$ cat src/hw/rtl/szoc_pkg.sv
// ----------------------------------------------------------------------------
// szoc_pkg
// Shared widths, reset values, opcodes and register indexes of the
// stillness zero-offset calibrator.
// ----------------------------------------------------------------------------
package szoc_pkg;

  localparam int FieldW        = 16;
  localparam int TickW         = 32;
  localparam int IntervalW     = 16;
  localparam int LimitW        = 24;
  localparam int CfgDataW      = 24;
  localparam int CfgIdxW       = 2;

  localparam int WindowDef     = 128;
  localparam int SampleBitsDef = 16;

  localparam logic [IntervalW-1:0] IntervalRst = IntervalW'(50);
  localparam logic [LimitW-1:0]    LimitRst    = LimitW'(164);

  typedef enum logic [0:0] {
    OP_SAMPLE  = 1'b0,
    OP_RESTART = 1'b1
  } opcode_t;

  typedef enum logic [CfgIdxW-1:0] {
    REG_INTERVAL  = 2'd0,
    REG_PITCH_LIM = 2'd1,
    REG_ROLL_LIM  = 2'd2
  } reg_idx_t;

endpackage

$ cat src/hw/rtl/szoc_still.sv
// ----------------------------------------------------------------------------
// szoc_still
// Stillness test of one channel: WINDOW*sumsq - sum^2 < limit*WINDOW^2.
// ----------------------------------------------------------------------------
module szoc_still #(
  parameter  int WINDOW      = 128,
  parameter  int SAMPLE_BITS = 16,
  localparam int L           = $clog2(WINDOW),
  localparam int SumW        = SAMPLE_BITS + L,
  localparam int SqW         = 2 * SAMPLE_BITS - 1 + L
) (
  input  logic signed [SumW-1:0]           sum,
  input  logic [SqW-1:0]                   sq_sum,
  input  logic [szoc_pkg::LimitW-1:0]      limit,
  output logic                             still
);
  import szoc_pkg::*;

  localparam int ProdW = 2 * SumW;
  localparam int BndW  = LimitW + 2 * L;
  localparam int CmpW  = (ProdW > BndW) ? ProdW : BndW;

  logic [SumW-1:0]  mag;
  logic [ProdW-1:0] mag_sq;
  logic [CmpW-1:0]  scaled;
  logic [CmpW-1:0]  diff;
  logic [CmpW-1:0]  bound;

  assign mag    = sum[SumW-1] ? (~$unsigned(sum) + 1'b1) : $unsigned(sum);
  assign mag_sq = mag * mag;
  assign scaled = CmpW'(sq_sum) << L;
  assign diff   = scaled - CmpW'(mag_sq);
  assign bound  = CmpW'(limit) << (2 * L);
  assign still  = diff < bound;

endmodule

$ cat config.mk
export PLATFORM = sky130hd
export DESIGN_NAME = szoc_still
export DESIGN_NICKNAME = d
export VERILOG_FILES = /design/src/hw/rtl/szoc_pkg.sv /design/src/hw/rtl/szoc_still.sv
export SDC_FILE = /design/constraint.sdc
export NUM_CORES = 1
export LEC_CHECK = 0
export ABC_CLOCK_PERIOD_IN_PS = 11500
export BUFFER_PORTS_ARGS = -buffer_cell sky130_fd_sc_hd__buf_2
export CAP_MARGIN = 20
export CORE_ASPECT_RATIO = 1.4
export CORE_MARGIN = 5
export CORE_UTILIZATION = 57
export DETAILED_ROUTE_END_ITERATION = 10
export GPL_ROUTABILITY_DRIVEN = 0
export PLACE_DENSITY = 0.78
export SYNTH_ARGS = -nofsm -noshare
export SYNTH_HDL_FRONTEND = slang
export SYNTH_SLANG_ARGS = --single-unit
export TNS_END_PERCENT = 100
$ cat constraint.sdc
create_clock -name vclk -period 11.5
set_clock_uncertainty 0.1 [all_clocks]
set_input_delay 1.15 -clock vclk [all_inputs]
set_output_delay 1.15 -clock vclk [all_outputs]
set_load 0.005 [all_outputs]
Word-level counts from Yosys, hierarchy flattened:

Index checks and enable logic that the tools add are counted.
W data, S select, Z words.

* add/sub/neg operators: 2
* multiply operators: 1
* order comparisons: 1
* muxes and demuxes: 1
* bitwise operators: 1

Operator list (number)
* $lt A46 B38 Y1: 1
* $mul A23 B23 Y46: 1
* $sub A45 B46 Y46: 1
* $add A23 B1 Y23 const B: 1
* $mux W23: 1
* $not A23 Y23: 1

* register bits after elaboration: 0
* input bits: 85
* logic and storage cells: 6

Logic depth before layout (Yosys ltp):

* word-level depth: 6
* depth in mapped cells: 45
* mapped depth without buffers: 42

Least setup slack after synthesis:

OpenSTA, ideal clock, no wires.

* path type: input -> output
* start: input port sum[0]
* end: output port still
* data arrival time: 10690 ps
* data required time: 10250 ps
* path slack: -440 ps
* cell stages on the path: 44
* cell sequence: clkbuf_1 inv_1 clkbuf_1 ha_1 nand2_1 a21boi_1 clkinv_1 clkbuf_1 nand2_1 inv_1 fa_1 inv_1 fa_1 inv_1 fa_1 inv_1 fa_1 inv_1 [8 not listed] a21oi_1 a21oi_1 or3_1 nor2_1 a211oi_1 o21ai_0 or3b_2 nor2b_1 ha_1 a21o_1 a21oi_1 nor2b_1 o211ai_1 a21oi_1 or4_1 a211oi_2 o2111ai_1 nor4_2

* word-level cells in the longest chain between the ends: 6

RTL lines
* start, declared: line szoc_still.sv:12 `input logic signed [SumW-1:0] sum,`
* $not A23 Y23: line szoc_still.sv:29 `assign mag = sum[SumW-1] ? (~$unsigned(sum) + 1'b1) : $unsigned(sum);`
* $add A23 B1 Y23: line szoc_still.sv:29
* $mux W23 (*): line szoc_still.sv:29
* $mul A23 B23 Y46 (*): line szoc_still.sv:30 `assign mag_sq = mag * mag;`
* $sub A45 B46 Y46 (*): line szoc_still.sv:32 `assign diff = scaled - CmpW'(mag_sq);`
* $lt A46 B38 Y1 (*): line szoc_still.sv:34 `assign still = diff < bound;`
* end, declared: line szoc_still.sv:15 `output logic still`

Mark *: on every way between the ends. The rest lies on a longest branch, timed or not.

Final worst setup path:

* start: input port sum[12]
* end: output port still

The elaborated chain is that of the path after synthesis.

==> out/metrics.cfg <==
[setup_path]
crit_arrival_ps = 10550
crit_start = sum[12]
crit_fanout = 4
cp.required_ps = 10250
critPathMaxStageDelay_ps = 550
start_kind = primary input
crit_type = in2out
cpMaxStageDelayCell = fa_1
path_common_cell = fa_1
endpoint = still
cp-end-kind = primary output

[status]
run_status = finished with violations
violations = negative setup slack

[grt]
first_global_vias = 16700
antenna_found_initial = 0
grt_max_degree = 17
grt.overflow.total = 0
grt_pass1_wl_um = 78300
grt_usage = 0.294

[placement]
io_buffers = 86
dp_slack_ps = -638
hpwl_um = 42200

[synth]
synthCells = 1974
synth_compound_area_frac = 0.0611
synth_top_cell_area_share = 0.508
ys_top_cells_by_area = fa_1 (51%), inv_1 (15%), ha_1 (14%), nand2_1 (3.9%), nor2_1 (2.6%)
yosysWarnings = 0
synth-xor-area-share = 0.0296
syn-cell-area_um2 = 17200
muxShareOfSynthArea = 0.00240
synth-simple-area-share = 0.0964
yosysSeqAreaShare = 0
synthAdderAreaFrac = 0.646
synth_cell_types = 63
synth.avg_cell_area_um2 = 8.72
yosysTopAreaCell = fa_1
synth_top_family_by_area = adder cells

[cells_and_area]
n_antenna_cell = 0
clockBufferCount = 0
n_sequential_cell = 0
fin_nets = 3042
final_common_cell = inv_1
fin_util = 0.698
final_layout_size_suffix_gt1_frac = 0.213
final_cell_mix = inv_1 (683), fa_1 (430), buf_4 (280), ha_1 (179), nand2_1 (171)
seqCellArea_um2 = 0
area_delta_synth_final_pct = 21.4

[route]
drt-wirelength-per-cell_um = 17.9
drt_iter0_markers = 731
first_pass_iters = 6
drt_wl_total_um = 48500
wl_met2_um = 26100
vias = 14400
dr.max_layer_used = met4
met1_length_um = 14600
drc_errors = 0
wl_met3_um = 2860
ant_nets = 0
viasPerCell = 5.32

[timing]
hold_viol_final = 0
fmax_mhz = 84.8
setup_viol = 1
fin_ws_ps = -296
slew_violations = 0
hold_slack_ps = 2870
rsz0062_at_grt = yes
period_minus_slack_ps = 11800
post-route-period-util = 1.03

[run]
drv_cap = 0

[die]
dieArea_um2 = 33800
start_util = 0.575
die_y_um = 216
core.rowCount = 75
core_region_area_um2 = 29900
io_pins = 86
die_w_um = 157

[min_path]
hold_class = in2out

[clocking]
cts_hold_buffers = 0

==> area by class of cell <==
type	instances	area (um^2)
fillers	2141	9050
inverters	709	2670
multi-input cells	1241	15000
well taps	385	482
repair buffers	379	2710
==> how the worst min path moves through the flow <==
stage                         start  endpoint  slack [ps]  cells after the start
after floorplan           limit[23]     still        2640                      6
after global placement    limit[23]     still        2920                      8
after detailed placement  limit[23]     still        2920                      8
after CTS                 limit[23]     still        2880                      8
after global routing      limit[23]     still        2930                      8
final                     limit[23]     still        2870                      8
==> timing repair <==
action                                  4_1_cts  5_1_grt
endpoints found under the setup margin        1        1
gates resized for setup                      91       18
pin swaps                                    61       16
buffers inserted                             19        5
==> synthesized netlist by cell type, types with 3 or more instances <==
cell type	n
a21o_1	30
inv_1	688
a211oi_1	4
xnor2_1	26
buf_1	4
nor4_4	3
nand2_1	178
o41ai_1	4
o31ai_1	3
nor2_1	121
o21ai_0	25
o21a_1	6
fa_1	437
or3_1	4
nand3_1	15
a21oi_1	48
o21ai_1	4
nand4_1	12
o211ai_1	3
ha_1	189
clkbuf_1	40
nor2b_1	5
o21bai_1	6
clkinv_1	7
nand2b_1	8
xor2_1	29
mux2i_1	3
inv_2	14
a31oi_1	8
nor3_1	5
==> cells by family after synthesis <==
logic type,count (synthesis)
AND/OR/NAND/NOR,371
XOR/XNOR,56
other,2
AO/OA/AOI/OAI,162
adder cells (fa/ha/maj),626
multiplexers,4
buffers and inverters,753
==> per-stage QoR <==
step	area [um^2]	std cells	setup TNS, ps
2_1_floorplan	17400	1994	0
3_3_place_gp	20200	2690	-435
3_5_place_dp	20200	2690	-638
4_1_cts	20800	2709	-185
5_1_grt	20900	2714	-657
6_report	20900	2714	-296
==> layer usage <==
layer	vias up	global-route usage
met2	638	0.538
met3	299	0.0387
met1	7136	0.295
met5	-	0
li1	6352	-
met4	0	0.226
==> critical path: cells and delay by family <==
family	cells	cell delay [ps]
and+or+nand+nor	12	3110
AOI/OAI and AO/OA	10	1360
adders and majority gates	9	3910
xor gates and xnor gates	1	270
buffers and inverters	8	710
Power is not shown: default switching activity piles up to over one toggle a cycle in this logic, so the estimate is an artifact.
